`src/rtl/core/pac_pkg.sv`:
```
// Package: types, register indexes and reset values for the axis PID controller.
package pac_pkg;

    localparam int CFG_ADDR_W = 3;
    localparam int CFG_DATA_W = 24;

    localparam logic [CFG_ADDR_W-1:0] REG_SETPOINT       = 3'd0;
    localparam logic [CFG_ADDR_W-1:0] REG_GAIN_P         = 3'd1;
    localparam logic [CFG_ADDR_W-1:0] REG_GAIN_I         = 3'd2;
    localparam logic [CFG_ADDR_W-1:0] REG_GAIN_D         = 3'd3;
    localparam logic [CFG_ADDR_W-1:0] REG_INTEGRAL_LIMIT = 3'd4;
    localparam logic [CFG_ADDR_W-1:0] REG_OUTPUT_LIMIT   = 3'd5;
    localparam logic [CFG_ADDR_W-1:0] REG_ERROR_DEADZONE = 3'd6;
    localparam logic [CFG_ADDR_W-1:0] REG_MIN_PULSES     = 3'd7;

    localparam logic [9:0]  RST_SETPOINT       = 10'd160;
    localparam logic [23:0] RST_GAIN_P         = 24'd65536;
    localparam logic [23:0] RST_GAIN_I         = 24'd0;
    localparam logic [23:0] RST_GAIN_D         = 24'd0;
    localparam logic [19:0] RST_INTEGRAL_LIMIT = 20'd65536;
    localparam logic [15:0] RST_OUTPUT_LIMIT   = 16'd1000;
    localparam logic [9:0]  RST_ERROR_DEADZONE = 10'd3;
    localparam logic [15:0] RST_MIN_PULSES     = 16'd2;

    localparam bit INVERT_DIRECTION_DEF = 1'b0;

    typedef struct packed {
        logic [9:0]  setpoint;
        logic [23:0] gain_p;
        logic [23:0] gain_i;
        logic [23:0] gain_d;
        logic [19:0] integral_limit;
        logic [15:0] output_limit;
        logic [9:0]  error_deadzone;
        logic [15:0] min_pulses;
    } t_cfg;

    // Error stage results handed to the integrator stage.
    typedef struct packed {
        logic               restart;
        logic               sign_flip;
        logic               p_small;
        logic signed [10:0] err;
        logic signed [18:0] p;
        logic signed [19:0] d;
    } t_front;

endpackage

```
`src/rtl/core/pac_front.sv`:
```
// Error stage: input register, deadzone, P and D products, previous error tracking.
module pac_front (
    input  logic            i_clk,
    input  logic            i_rst_n,
    input  pac_pkg::t_cfg   i_cfg,
    input  logic            i_valid,
    output logic            o_stall,
    input  logic [9:0]      i_position,
    input  logic            i_restart,
    output logic            o_valid,
    input  logic            i_ready,
    output pac_pkg::t_front o_front
);
    import pac_pkg::*;

    logic               r_s0_v;
    logic [9:0]         r_pos;
    logic               r_rst;
    logic               r_s1_v;
    t_front             r_front;
    logic signed [10:0] r_last_err;

    logic               w_ready1;
    logic               w_ready0;
    logic               w_mv1;
    logic signed [10:0] w_err_raw;
    logic [10:0]        w_err_abs;
    logic signed [10:0] w_err;
    logic signed [10:0] w_prev;
    logic signed [11:0] w_diff;
    logic signed [35:0] w_p_prod;
    logic signed [36:0] w_d_prod;
    logic signed [18:0] w_p;
    logic [18:0]        w_p_abs;
    logic               w_err_pos;
    logic               w_err_neg;
    logic               w_prev_pos;
    logic               w_prev_neg;
    t_front             n_front;

    assign w_ready1 = !r_s1_v || i_ready;
    assign w_ready0 = !r_s0_v || w_ready1;
    assign w_mv1    = r_s0_v && w_ready1;
    assign o_stall  = !w_ready0;
    assign o_valid  = r_s1_v;
    assign o_front  = r_front;

    always_comb begin
        w_err_raw = $signed({1'b0, i_cfg.setpoint}) - $signed({1'b0, r_pos});
        w_err_abs = w_err_raw[10] ? 11'(-w_err_raw) : 11'(w_err_raw);
        w_err     = (w_err_abs < {1'b0, i_cfg.error_deadzone}) ? 11'sd0 : w_err_raw;
        w_prev    = r_rst ? 11'sd0 : r_last_err;
        w_diff    = $signed({w_err[10], w_err} - {w_prev[10], w_prev});
        w_p_prod  = $signed({1'b0, i_cfg.gain_p}) * w_err;
        w_d_prod  = $signed({1'b0, i_cfg.gain_d}) * w_diff;
        w_p       = $signed(w_p_prod[34:16]);
        w_p_abs   = w_p[18] ? 19'(-w_p) : 19'(w_p);

        w_err_pos  = !w_err[10] && (w_err != 11'sd0);
        w_err_neg  = w_err[10];
        w_prev_pos = !w_prev[10] && (w_prev != 11'sd0);
        w_prev_neg = w_prev[10];

        n_front.restart   = r_rst;
        n_front.sign_flip = (w_err_pos && w_prev_neg) || (w_err_neg && w_prev_pos);
        n_front.p_small   = w_p_abs < {3'b0, i_cfg.output_limit};
        n_front.err       = w_err;
        n_front.p         = w_p;
        n_front.d         = $signed(w_d_prod[35:16]);
    end

    always_ff @(posedge i_clk) begin
        if (!i_rst_n) begin
            r_s0_v     <= 1'b0;
            r_s1_v     <= 1'b0;
            r_last_err <= '0;
        end else begin
            if (w_ready0) begin
                r_s0_v <= i_valid;
            end
            if (w_ready1) begin
                r_s1_v <= r_s0_v;
            end
            if (w_mv1) begin
                r_last_err <= w_err;
            end
        end
    end

    always_ff @(posedge i_clk) begin
        if (w_ready0 && i_valid) begin
            r_pos <= i_position;
            r_rst <= i_restart;
        end
        if (w_mv1) begin
            r_front <= n_front;
        end
    end

endmodule

```
`src/rtl/core/pac_back.sv`:
```
// Integrator stage: integral update, I product, output clamp with back-calculation, minimum pulse and direction.
module pac_back #(
    parameter bit INVERT_DIRECTION = pac_pkg::INVERT_DIRECTION_DEF
) (
    input  logic            i_clk,
    input  logic            i_rst_n,
    input  pac_pkg::t_cfg   i_cfg,
    input  logic            i_valid,
    output logic            o_ready,
    input  pac_pkg::t_front i_front,
    output logic            o_valid,
    input  logic            i_stall,
    output logic [15:0]     o_pulse_count,
    output logic            o_direction
);
    import pac_pkg::*;

    logic               r_out_v;
    logic [15:0]        r_pulse;
    logic               r_dir;
    logic signed [21:0] r_acc;

    logic               w_mv;
    logic signed [21:0] w_acc0;
    logic signed [22:0] w_acc_add;
    logic signed [22:0] w_lim;
    logic signed [22:0] w_nlim;
    logic signed [21:0] w_acc_clamp;
    logic signed [21:0] w_acc_cand;
    logic signed [46:0] w_i_prod;
    logic signed [29:0] w_i;
    logic signed [30:0] w_sum;
    logic signed [30:0] w_olim;
    logic signed [30:0] w_nolim;
    logic               w_pos_sat;
    logic               w_neg_sat;
    logic               w_err_pos;
    logic               w_err_neg;
    logic               w_back;
    logic signed [21:0] w_acc_fin;
    logic signed [16:0] w_sat;
    logic [16:0]        w_mag;
    logic               w_zero;
    logic [15:0]        n_pulse;
    logic               n_dir;

    assign o_ready = !r_out_v || !i_stall;
    assign w_mv    = i_valid && o_ready;
    assign o_valid = r_out_v;
    assign o_pulse_count = r_pulse;
    assign o_direction   = r_dir;

    always_comb begin
        w_acc0    = i_front.restart ? 22'sd0 : r_acc;
        w_acc_add = $signed({w_acc0[21], w_acc0}) + $signed({{12{i_front.err[10]}}, i_front.err});
        w_lim     = $signed({3'b0, i_cfg.integral_limit});
        w_nlim    = -w_lim;
        if (w_acc_add > w_lim) begin
            w_acc_clamp = w_lim[21:0];
        end else if (w_acc_add < w_nlim) begin
            w_acc_clamp = w_nlim[21:0];
        end else begin
            w_acc_clamp = w_acc_add[21:0];
        end

        if (i_front.sign_flip) begin
            w_acc_cand = 22'sd0;
        end else if (i_front.p_small) begin
            w_acc_cand = w_acc_clamp;
        end else begin
            w_acc_cand = w_acc0;
        end

        w_i_prod = $signed({1'b0, i_cfg.gain_i}) * w_acc_cand;
        w_i      = $signed(w_i_prod[45:16]);
        w_sum    = $signed({{12{i_front.p[18]}}, i_front.p})
                 + $signed({w_i[29], w_i})
                 + $signed({{11{i_front.d[19]}}, i_front.d});

        w_olim    = $signed({15'b0, i_cfg.output_limit});
        w_nolim   = -w_olim;
        w_pos_sat = w_sum > w_olim;
        w_neg_sat = w_sum < w_nolim;

        w_err_pos = !i_front.err[10] && (i_front.err != 11'sd0);
        w_err_neg = i_front.err[10];
        w_back    = (w_pos_sat && (w_acc_cand > 22'sd0) && w_err_pos)
                 || (w_neg_sat && (w_acc_cand < 22'sd0) && w_err_neg);
        w_acc_fin = w_back ? (w_acc_cand - $signed({{11{i_front.err[10]}}, i_front.err}))
                           : w_acc_cand;

        if (w_pos_sat) begin
            w_sat = w_olim[16:0];
        end else if (w_neg_sat) begin
            w_sat = w_nolim[16:0];
        end else begin
            w_sat = w_sum[16:0];
        end
        w_mag   = w_sat[16] ? 17'(-w_sat) : 17'(w_sat);
        w_zero  = w_mag[15:0] < i_cfg.min_pulses;
        n_pulse = w_zero ? 16'd0 : w_mag[15:0];
        n_dir   = (!w_zero && w_sat[16]) ^ INVERT_DIRECTION;
    end

    always_ff @(posedge i_clk) begin
        if (!i_rst_n) begin
            r_out_v <= 1'b0;
            r_acc   <= '0;
        end else begin
            if (o_ready) begin
                r_out_v <= i_valid;
            end
            if (w_mv) begin
                r_acc <= w_acc_fin;
            end
        end
    end

    always_ff @(posedge i_clk) begin
        if (w_mv) begin
            r_pulse <= n_pulse;
            r_dir   <= n_dir;
        end
    end

endmodule

```
`src/rtl/core/pid_axis_controller_antiwindup.sv`:
```
// Top level: single-axis PID with anti-windup, configuration registers and pipeline.
// An accepted request passes the input, error and result registers; one request per cycle
// unless the output stalls. The integrator loop closes inside the result stage.
// Output stall backs up one stage at a time, so bubbles are filled before input stalls.
// Reset (synchronous, active low) empties the pipeline, clears the integral and the
// previous error, and loads the register defaults.
module pid_axis_controller_antiwindup #(
    parameter bit INVERT_DIRECTION = pac_pkg::INVERT_DIRECTION_DEF
) (
    input  logic                           i_clk,
    input  logic                           i_rst_n,
    input  logic                           i_cfg_wr_en,
    input  logic [pac_pkg::CFG_ADDR_W-1:0] i_cfg_addr,
    input  logic [pac_pkg::CFG_DATA_W-1:0] i_cfg_wdata,
    input  logic                           i_valid,
    output logic                           o_stall,
    input  logic [9:0]                     i_position,
    input  logic                           i_restart,
    output logic                           o_valid,
    input  logic                           i_stall,
    output logic [15:0]                    o_pulse_count,
    output logic                           o_direction
);
    import pac_pkg::*;

    t_cfg   r_cfg;
    t_front w_front;
    logic   w_front_v;
    logic   w_back_ready;

    always_ff @(posedge i_clk) begin
        if (!i_rst_n) begin
            r_cfg.setpoint       <= RST_SETPOINT;
            r_cfg.gain_p         <= RST_GAIN_P;
            r_cfg.gain_i         <= RST_GAIN_I;
            r_cfg.gain_d         <= RST_GAIN_D;
            r_cfg.integral_limit <= RST_INTEGRAL_LIMIT;
            r_cfg.output_limit   <= RST_OUTPUT_LIMIT;
            r_cfg.error_deadzone <= RST_ERROR_DEADZONE;
            r_cfg.min_pulses     <= RST_MIN_PULSES;
        end else if (i_cfg_wr_en) begin
            case (i_cfg_addr)
                REG_SETPOINT:       r_cfg.setpoint       <= i_cfg_wdata[9:0];
                REG_GAIN_P:         r_cfg.gain_p         <= i_cfg_wdata[23:0];
                REG_GAIN_I:         r_cfg.gain_i         <= i_cfg_wdata[23:0];
                REG_GAIN_D:         r_cfg.gain_d         <= i_cfg_wdata[23:0];
                REG_INTEGRAL_LIMIT: r_cfg.integral_limit <= i_cfg_wdata[19:0];
                REG_OUTPUT_LIMIT:   r_cfg.output_limit   <= i_cfg_wdata[15:0];
                REG_ERROR_DEADZONE: r_cfg.error_deadzone <= i_cfg_wdata[9:0];
                REG_MIN_PULSES:     r_cfg.min_pulses     <= i_cfg_wdata[15:0];
                default: begin
                end
            endcase
        end
    end

    pac_front u_front (
        .i_clk      (i_clk),
        .i_rst_n    (i_rst_n),
        .i_cfg      (r_cfg),
        .i_valid    (i_valid),
        .o_stall    (o_stall),
        .i_position (i_position),
        .i_restart  (i_restart),
        .o_valid    (w_front_v),
        .i_ready    (w_back_ready),
        .o_front    (w_front)
    );

    pac_back #(
        .INVERT_DIRECTION (INVERT_DIRECTION)
    ) u_back (
        .i_clk         (i_clk),
        .i_rst_n       (i_rst_n),
        .i_cfg         (r_cfg),
        .i_valid       (w_front_v),
        .o_ready       (w_back_ready),
        .i_front       (w_front),
        .o_valid       (o_valid),
        .i_stall       (i_stall),
        .o_pulse_count (o_pulse_count),
        .o_direction   (o_direction)
    );

endmodule

```
`config.mk`:
```
export PLATFORM = sky130hd
export DESIGN_NAME = pid_axis_controller_antiwindup
export DESIGN_NICKNAME = d
export VERILOG_FILES = /design/src/rtl/core/pac_pkg.sv /design/src/rtl/core/pac_front.sv /design/src/rtl/core/pac_back.sv /design/src/rtl/core/pid_axis_controller_antiwindup.sv
export SDC_FILE = /design/constraint.sdc
export NUM_CORES = 2
export LEC_CHECK = 0
export CORE_MARGIN = 1.5
export CORE_UTILIZATION = 65
export DETAILED_ROUTE_END_ITERATION = 10
export DONT_BUFFER_PORTS = 1
export PLACE_DENSITY = 0.89
export SLEW_MARGIN = 40
export SYNTH_ARGS = -nofsm -noshare
export SYNTH_HDL_FRONTEND = slang
export SYNTH_SLANG_ARGS = --single-unit
```
`constraint.sdc`:
```
create_clock -name i_clk -period 28.5 [get_ports i_clk]
set_clock_uncertainty 0.15 [all_clocks]
set_input_delay 4.275 -clock i_clk [delete_from_list [all_inputs] [get_ports i_clk]]
set_output_delay 4.275 -clock i_clk [all_outputs]
set_load 0.01 [all_outputs]
```
After elaboration in Yosys (flattened, before gate mapping)
Index checks and enable logic that the tools add are counted.
{ "word_totals": {"input_bits": 43, "register_bits": 261, "elab_cells": 105} }
{ "classes": {"mux": 13, "addsub": 11, "n_eq_ne": 7, "n_mul": 3, "magnitude_cmp": 9, "n_reduce_logical": 39} }
{ "op_table": {"columns": ["op", "count"], "rows": [
  ["22-bit 2-to-1 mux", 6],
  ["25-bit by 22-bit multiplier with 46-bit output", 1],
  ["25-bit by 12-bit multiplier with 36-bit output", 1],
  ["25-bit by 11-bit multiplier with 35-bit output", 1],
  ["17-bit 2-to-1 mux", 2],
  ["11-bit 2-to-1 mux", 3],
  ["11-bit nonzero test", 3],
  ["19-bit by 30-bit adder with 31-bit output", 1],
  ["31-bit by 20-bit adder with 31-bit output", 1],
  ["31-bit by 17-bit > comparator with 1-bit output", 1],
  ["31-bit < comparator", 1],
  ["16-bit negator with 31-bit output", 1],
  ["22-bit by 11-bit adder with 23-bit output", 1],
  ["23-bit by 21-bit > comparator with 1-bit output", 1],
  ["23-bit < comparator", 1],
  ["20-bit negator with 23-bit output", 1],
  ["22-bit by 1-bit > comparator with 1-bit output, second input constant", 1],
  ["22-bit by 1-bit < comparator with 1-bit output, second input constant", 1],
  ["22-bit by 11-bit subtractor with 22-bit output", 1],
  ["19-bit by 16-bit < comparator with 1-bit output", 1],
  ["19-bit 2-to-1 mux", 1],
  ["19-bit negator", 1],
  ["16-bit < comparator", 1],
  ["16-bit 2-to-1 mux", 1],
  ["other kinds (13)", 48]
]} }

Depth between registers and ports, before layout
{ "logic_depth": {"word_depth": 18, "mapped_depth": 105, "depth_no_buf": 96} }

Hierarchy
A second synthesis with hierarchy kept.
{ "unflattened": {"cells_unflattened": 6342, "hier_area_um2": 55289.3} }
{ "by_module_without_submodules": {"columns": ["module", "instances", "cells_per_inst", "area_each_um2"], "rows": [
  ["pac_back", 1, 3441, 28388.5],
  ["pac_front", 1, 2386, 21546.9],
  ["pid_axis_controller_antiwindup", 1, 515, 5353.9]
]} }

Worst setup path after synthesis
OpenSTA, ideal clock, no wires.
{ "synth_path": {"path_type": "register to register", "startpoint": "register u_front.r_front, in the netlist u_front.o_front[52]", "endpoint": "register u_back.r_pulse[10], in the netlist u_back.o_pulse_count[10] (data pin)", "stages_incl_launch_ff": 96, "t_arrival_ns": 20.343, "path_buffers": 11, "setup_slack_ns": 7.741, "synth_period_minus_slack_ns": 20.759, "cell_sequence": "edfxtp_1 -> buf_2 -> buf_2 -> clkbuf_1 -> clkbuf_1 -> clkbuf_1 -> nor2b_1 -> ha_1 -> ha_1 -> a21boi_0 -> o41ai_1 -> a21oi_1 -> nor2_1 -> a21boi_0 -> or4b_2 -> o211ai_1 -> xnor2_1 -> ha_1 -> (+60 left out) -> ha_1 -> nand3_1 -> nor4_1 -> a21oi_1 -> xor2_1 -> ha_1 -> a21o_1 -> a21oi_1 -> nor2b_1 -> o21ai_0 -> nand2b_1 -> a21oi_1 -> nor2b_1 -> o21ai_0 -> nand2_1 -> nor2_1 -> clkbuf_1 -> nor2b_1"} }
{ "synth_between": {"elab_chain_cells": 16, "elab_cells_between_ends": 18, "cone_classes": "add/sub: 4; mul: 1; order compare: 5; mux: 8"} }
{ "synth_rtl": {"columns": ["item", "line", "text"], "rows": [
  ["start, declared", "pac_front.sv:20", "t_front r_front;"],
  ["start signal, assigned", "pac_front.sv:96", "r_front <= n_front;"],
  ["22-bit 2-to-1 mux (*)", "pac_back.sv:54", "w_acc0 = i_front.restart ? 22'sd0 : r_acc;"],
  ["22-bit by 11-bit adder with 23-bit output", "pac_back.sv:55", "w_acc_add = $signed({w_acc0[21], w_acc0}) + $signed({{12{i_front.err[10]}}, i_front.err});"],
  ["23-bit < comparator", "pac_back.sv:60", "end else if (w_acc_add < w_nlim) begin"],
  ["22-bit 2-to-1 mux", "pac_back.sv:60", null],
  ["22-bit 2-to-1 mux", "pac_back.sv:58", "if (w_acc_add > w_lim) begin"],
  ["22-bit 2-to-1 mux (*)", "pac_back.sv:68", "end else if (i_front.p_small) begin"],
  ["22-bit 2-to-1 mux (*)", "pac_back.sv:66", "if (i_front.sign_flip) begin"],
  ["25-bit by 22-bit multiplier with 46-bit output (*)", "pac_back.sv:74", "w_i_prod = $signed({1'b0, i_cfg.gain_i}) * w_acc_cand;"],
  ["19-bit by 30-bit adder with 31-bit output (*)", "pac_back.sv:77", "+ $signed({w_i[29], w_i})"],
  ["31-bit by 20-bit adder with 31-bit output (*)", "pac_back.sv:78", "+ $signed({{11{i_front.d[19]}}, i_front.d});"],
  ["31-bit < comparator", "pac_back.sv:83", "w_neg_sat = w_sum < w_nolim;"],
  ["17-bit 2-to-1 mux", "pac_back.sv:94", "end else if (w_neg_sat) begin"],
  ["17-bit 2-to-1 mux (*)", "pac_back.sv:92", "if (w_pos_sat) begin"],
  ["16-bit negator", "pac_back.sv:99", "w_mag = w_sat[16] ? 17'(-w_sat) : 17'(w_sat);"],
  ["16-bit 2-to-1 mux (*)", "pac_back.sv:99", null],
  ["via u_back.w_mag[8]", "pac_back.sv:42", "logic [16:0] w_mag;"],
  ["16-bit < comparator (*)", "pac_back.sv:100", "w_zero = w_mag[15:0] < i_cfg.min_pulses;"],
  ["end signal, assigned", "pac_back.sv:121", "r_pulse <= n_pulse;"],
  ["end, declared", "pac_back.sv:19", "logic [15:0] r_pulse;"]
]} }
Mark *: on every way through the listed nets, which the timed path passes. The rest lies on a longest branch.
A chain may end at the register's enable or synchronous reset.

Final worst setup path
{ "layout_path": {"startpoint": "register u_front.r_front, in the netlist u_front.o_front[52]", "endpoint": "register u_back.r_pulse[6], in the netlist u_back.o_pulse_count[6] (data pin)"} }
Same word-level chain as after synthesis.

==> impl_metrics.xml <==
<?xml version="1.0" encoding="UTF-8"?>
<metrics>
  <group name="final_layout">
    <metric name="flow.area_growth_from_synthesis" unit="%">3.48</metric>
    <metric name="commonest_non_fill_non_tap_cells_in_the_layout" unit="">sky130_fd_sc_hd__inv_1, sky130_fd_sc_hd__nand2_1, sky130_fd_sc_hd__fa_1</metric>
    <metric name="mostFrequentLayoutCell" unit="">sky130_fd_sc_hd__inv_1</metric>
    <metric name="final_util" unit="%">67.8</metric>
    <metric name="filler_cell_count" unit="">6152</metric>
    <metric name="post_layout_nonfiller_instances" unit="">7240</metric>
    <metric name="nNetsFinal" unit="">7633</metric>
    <metric name="finalInstanceArea" unit="µm²">56600</metric>
    <metric name="proportion_of_layout_cells_with_a_drive_suffix_above_1" unit="%">4.14</metric>
  </group>
  <group name="timing">
    <metric name="grt_setup_unrepaired" unit="">no</metric>
    <metric name="fin_hold_viols" unit="">0</metric>
    <metric name="timing.max_slew.rel_slack" unit="%">40.5</metric>
    <metric name="final-max-slew-violation-count" unit="">0</metric>
    <metric name="setup_violations" unit="">0</metric>
    <metric name="timing_worst_slew_pin_value" unit="ns">0.889</metric>
    <metric name="setup_slack" unit="ns">5.64</metric>
    <metric name="worst_hold_slack" unit="ns">0.314</metric>
    <metric name="fin_setup_tns" unit="ns">0</metric>
    <metric name="final.period_utilization" unit="%">80.2</metric>
    <metric name="highest_clock_rate" unit="MHz">43.7</metric>
    <metric name="final_period_minus_worst_setup_slack" unit="ns">22.86</metric>
  </group>
  <group name="die">
    <metric name="initial_core_util" unit="%">65.6</metric>
    <metric name="row_count" unit="">106</metric>
    <metric name="design.portCount" unit="">62</metric>
    <metric name="width_of_the_chip" unit="µm">293</metric>
    <metric name="die_height" unit="µm">293</metric>
    <metric name="core-area" unit="µm²">83400</metric>
    <metric name="floorplan.die_area" unit="µm²">85900</metric>
  </group>
  <group name="clock_network">
    <metric name="clock_tree.buffer_depth" unit="">3</metric>
    <metric name="master_cell_of_the_clock_root_buffer" unit="">sky130_fd_sc_hd__clkbuf_16</metric>
    <metric name="clock_insertion_delay_worst_skew" unit="ns">0.62</metric>
    <metric name="cts_repair_resize_count" unit="">0</metric>
    <metric name="cts_tree" unit="">built</metric>
    <metric name="clock_sinks" unit="">261</metric>
    <metric name="cts-hold-fix-buffers" unit="">0</metric>
    <metric name="path_clk_slew" unit="ns">0.06</metric>
    <metric name="count_of_h_tree_levels_built_during_cts" unit="">1</metric>
    <metric name="cts-buffers-inserted" unit="">30</metric>
    <metric name="post_cts_setup_buffers" unit="">0</metric>
  </group>
  <group name="job">
    <metric name="maxCapViolations" unit="">0</metric>
  </group>
  <group name="setup_path">
    <metric name="cp_common_cell" unit="">sky130_fd_sc_hd__a21oi_1</metric>
    <metric name="arrival" unit="ns">23.06</metric>
    <metric name="crit_path_start_kind" unit="">flip-flop</metric>
    <metric name="worst-path-buf-inv" unit="">9</metric>
    <metric name="critPathCaptureType" unit="">flip-flop</metric>
    <metric name="crit_slowest_cell" unit="">sky130_fd_sc_hd__or4b_2</metric>
    <metric name="critPathTopFamily" unit="">compound AO/OA/AOI/OAI gates</metric>
    <metric name="regToRegStartpoint" unit="">u_front.o_front[52]</metric>
    <metric name="worstSetupPathType" unit="">reg2reg</metric>
    <metric name="worst_stage_delay_on_the_critical_path" unit="ns">0.69</metric>
    <metric name="critical_path_required" unit="ns">28.69</metric>
    <metric name="startpoint" unit="">u_front.o_front[52]</metric>
    <metric name="timing.critical_path.fanout_max" unit="">47</metric>
  </group>
  <group name="placed_design">
    <metric name="dp_hpwl" unit="mm">118</metric>
    <metric name="placement.cell_area" unit="µm²">55600</metric>
    <metric name="dpl.cell_count" unit="">7180</metric>
    <metric name="place.port_buffers" unit="">0</metric>
    <metric name="place_worst_setup_slack" unit="ns">6.22</metric>
    <metric name="gp_routability_congestion" unit="">1.03</metric>
  </group>
  <group name="global_routing">
    <metric name="grt_pass1_wl" unit="mm">244</metric>
    <metric name="grt.met2_usage" unit="%">59.4</metric>
    <metric name="globalRouteMet3Util" unit="%">7.81</metric>
    <metric name="global_route.overflow_total" unit="">0</metric>
    <metric name="gr-usage-met1" unit="%">44.3</metric>
    <metric name="grt.busiest_layer" unit="">met2</metric>
    <metric name="first_global_vias" unit="">46000</metric>
    <metric name="grtUsageTotal" unit="%">36.2</metric>
    <metric name="number_of_antenna_violations_at_the_first_check_in_global_routing" unit="">7</metric>
    <metric name="grt_max_degree" unit="">182</metric>
  </group>
  <group name="power_and_ir_drop">
    <metric name="total_power" unit="mW">4.62</metric>
    <metric name="clkPwrFrac" unit="%">8.8</metric>
    <metric name="net-switching-power" unit="mW">2.48</metric>
    <metric name="max-vdd-ir-drop" unit="mV">0.112</metric>
    <metric name="sw_frac_of_total" unit="%">53.7</metric>
    <metric name="p_int" unit="mW">2.14</metric>
    <metric name="power_frac_comb" unit="%">79.0</metric>
    <metric name="pwr_density_cell" unit="nW/µm²">81.7</metric>
    <metric name="power.static_leakage" unit="nW">26.6</metric>
    <metric name="seq_power_share" unit="%">12.2</metric>
  </group>
  <group name="worst_hold_path">
    <metric name="timing.hold.worst.class" unit="">reg2reg</metric>
    <metric name="worstHoldStart" unit="">r_cfg[5]</metric>
  </group>
  <group name="logic_synthesis">
    <metric name="post_synth.cell_area_avg" unit="µm²">8.62</metric>
    <metric name="synth-main-ff-cell" unit="">sky130_fd_sc_hd__dfxtp_1</metric>
    <metric name="ys_ff_latch" unit="">261</metric>
    <metric name="yosysWarningCount" unit="">0</metric>
    <metric name="synth.yosys.seq_area_share" unit="%">11.0</metric>
    <metric name="post_synth_instance_area" unit="µm²">54700</metric>
    <metric name="synthesis.instances" unit="">6341</metric>
    <metric name="synth_edf_count" unit="">81</metric>
    <metric name="async_sr_flop_fraction" unit="%">0</metric>
    <metric name="synthDistinctLibCells" unit="">101</metric>
    <metric name="synth.net_count" unit="">7842</metric>
  </group>
  <group name="route">
    <metric name="wirelength_per_cell" unit="µm">21.2</metric>
    <metric name="route.vias.total" unit="">44400</metric>
    <metric name="detail_route.wirelength" unit="mm">153</metric>
    <metric name="drt_drc_violations_left" unit="">0</metric>
    <metric name="detail_route.first_pass.iterations" unit="">8</metric>
    <metric name="drt-vias-per-instance" unit="">6.14</metric>
    <metric name="drt_iter0_markers" unit="">3981</metric>
    <metric name="antenna_violating_nets_post_route" unit="">0</metric>
  </group>
  <group name="status">
    <metric name="run_status" unit="">completed</metric>
  </group>
</metrics>
Yosys cell counts, drive strengths merged (41+ instances only):
cell | instances | area share, %
inv | 1085 | 7.4
nand2 | 981 | 6.7
fa | 886 | 32
ha | 572 | 13
and2 | 409 | 4.7
clkbuf | 284 | 2.0
nor2 | 196 | 1.3
a21oi | 186 | 1.7
dfxtp | 180 | 6.6
xnor2 | 164 | 2.6
a21boi | 147 | 2.0
o21ai | 142 | 1.3
nor2b | 110 | 1.3
edfxtp | 81 | 4.4
a21o | 77 | 1.1
nor3 | 69 | 0.65
nand2b | 63 | 0.72
xor2 | 58 | 0.93
nand3 | 49 | 0.45
or3 | 49 | 0.57
or2 | 47 | 0.54
mux2i | 45 | 0.82
o21a | 41 | 0.56
worst reg2reg max path: cells and delay by family (launching register included):
kind                       cells  cell delay [ns]
AOI/OAI and AO/OA             35             8.45
xor gates and xnor gates       2             0.43
adders and majority gates     16             6.37
buffers and inverters          9             1.14
DFF                            1             0.32
muxes                          1             0.46
and+or+nand+nor               22             5.33
state kept, by name, summed over array words and instances (netlist names):
register and cells:
r_cfg 144, u_front.o_front 53, u_back.r_acc 22, u_back.o_pulse_count 16
u_front.r_last_err 11, u_front.r_pos 10, u_back.o_direction 1, u_back.o_valid 1
u_front.o_valid 1, u_front.r_rst 1, u_front.r_s0_v 1
power by group through the flow:
stage          Combinational, mW  Clock [mW]  Sequential (mW)
3_5_place_dp                3.55           0            0.572
2_1_floorplan               2.62           0            0.538
4_1_cts                     3.59       0.404            0.564
3_3_place_gp                3.44           0            0.571
6_report                    3.65       0.404            0.566
5_1_grt                     4.01       0.419            0.568
final timing paths:
check | to | slack [ns] | depth (start not counted)
setup / recovery | u_back.o_pulse_count[6] | 5.64 | 85
hold / removal | r_cfg[5] | 0.31 | 2
setup reg to reg | u_back.o_pulse_count[6] | 5.64 | 85
hold reg to reg | r_cfg[5] | 0.31 | 2
cell type report:
cell class	instances	area (µm²)	area share, %
Inverter	1085	4070	7.20
Timing Repair Buffer	76	571	1.01
Multi-Input combinational cell	4678	43500	76.9
Clock buffer	40	838	1.48
Sequential cell	261	6040	10.7
Clock inverter	16	160	0.283
Tap cell	1080	1350	2.39
Antenna cell	4	10.0	0.0177
per-layer routing:
| layer | vias to the layer above | routed length (µm) |
|---|---|---|
| met5 | - | 42 |
| met4 | 6 | 10400 |
| met3 | 620 | 16500 |
| met2 | 2564 | 71300 |
| met1 | 21700 | 55200 |
| li1 | 19600 | - |
logic make-up (layout without fill, tap and decap cells):
family	count (synthesis)	in the layout	synth area share, %
AND/OR/NAND/NOR	2107	2107	18.7
adder cells (fa/ha/maj)	1460	1460	45.6
buffers and inverters	1402	1217	9.76
AO/OA/AOI/OAI	839	839	10.4
flip-flops	261	261	11.0
XOR/XNOR	222	222	3.57
multiplexers	50	50	0.927
other	0	4	0
Power figures use the tool's default switching activity.
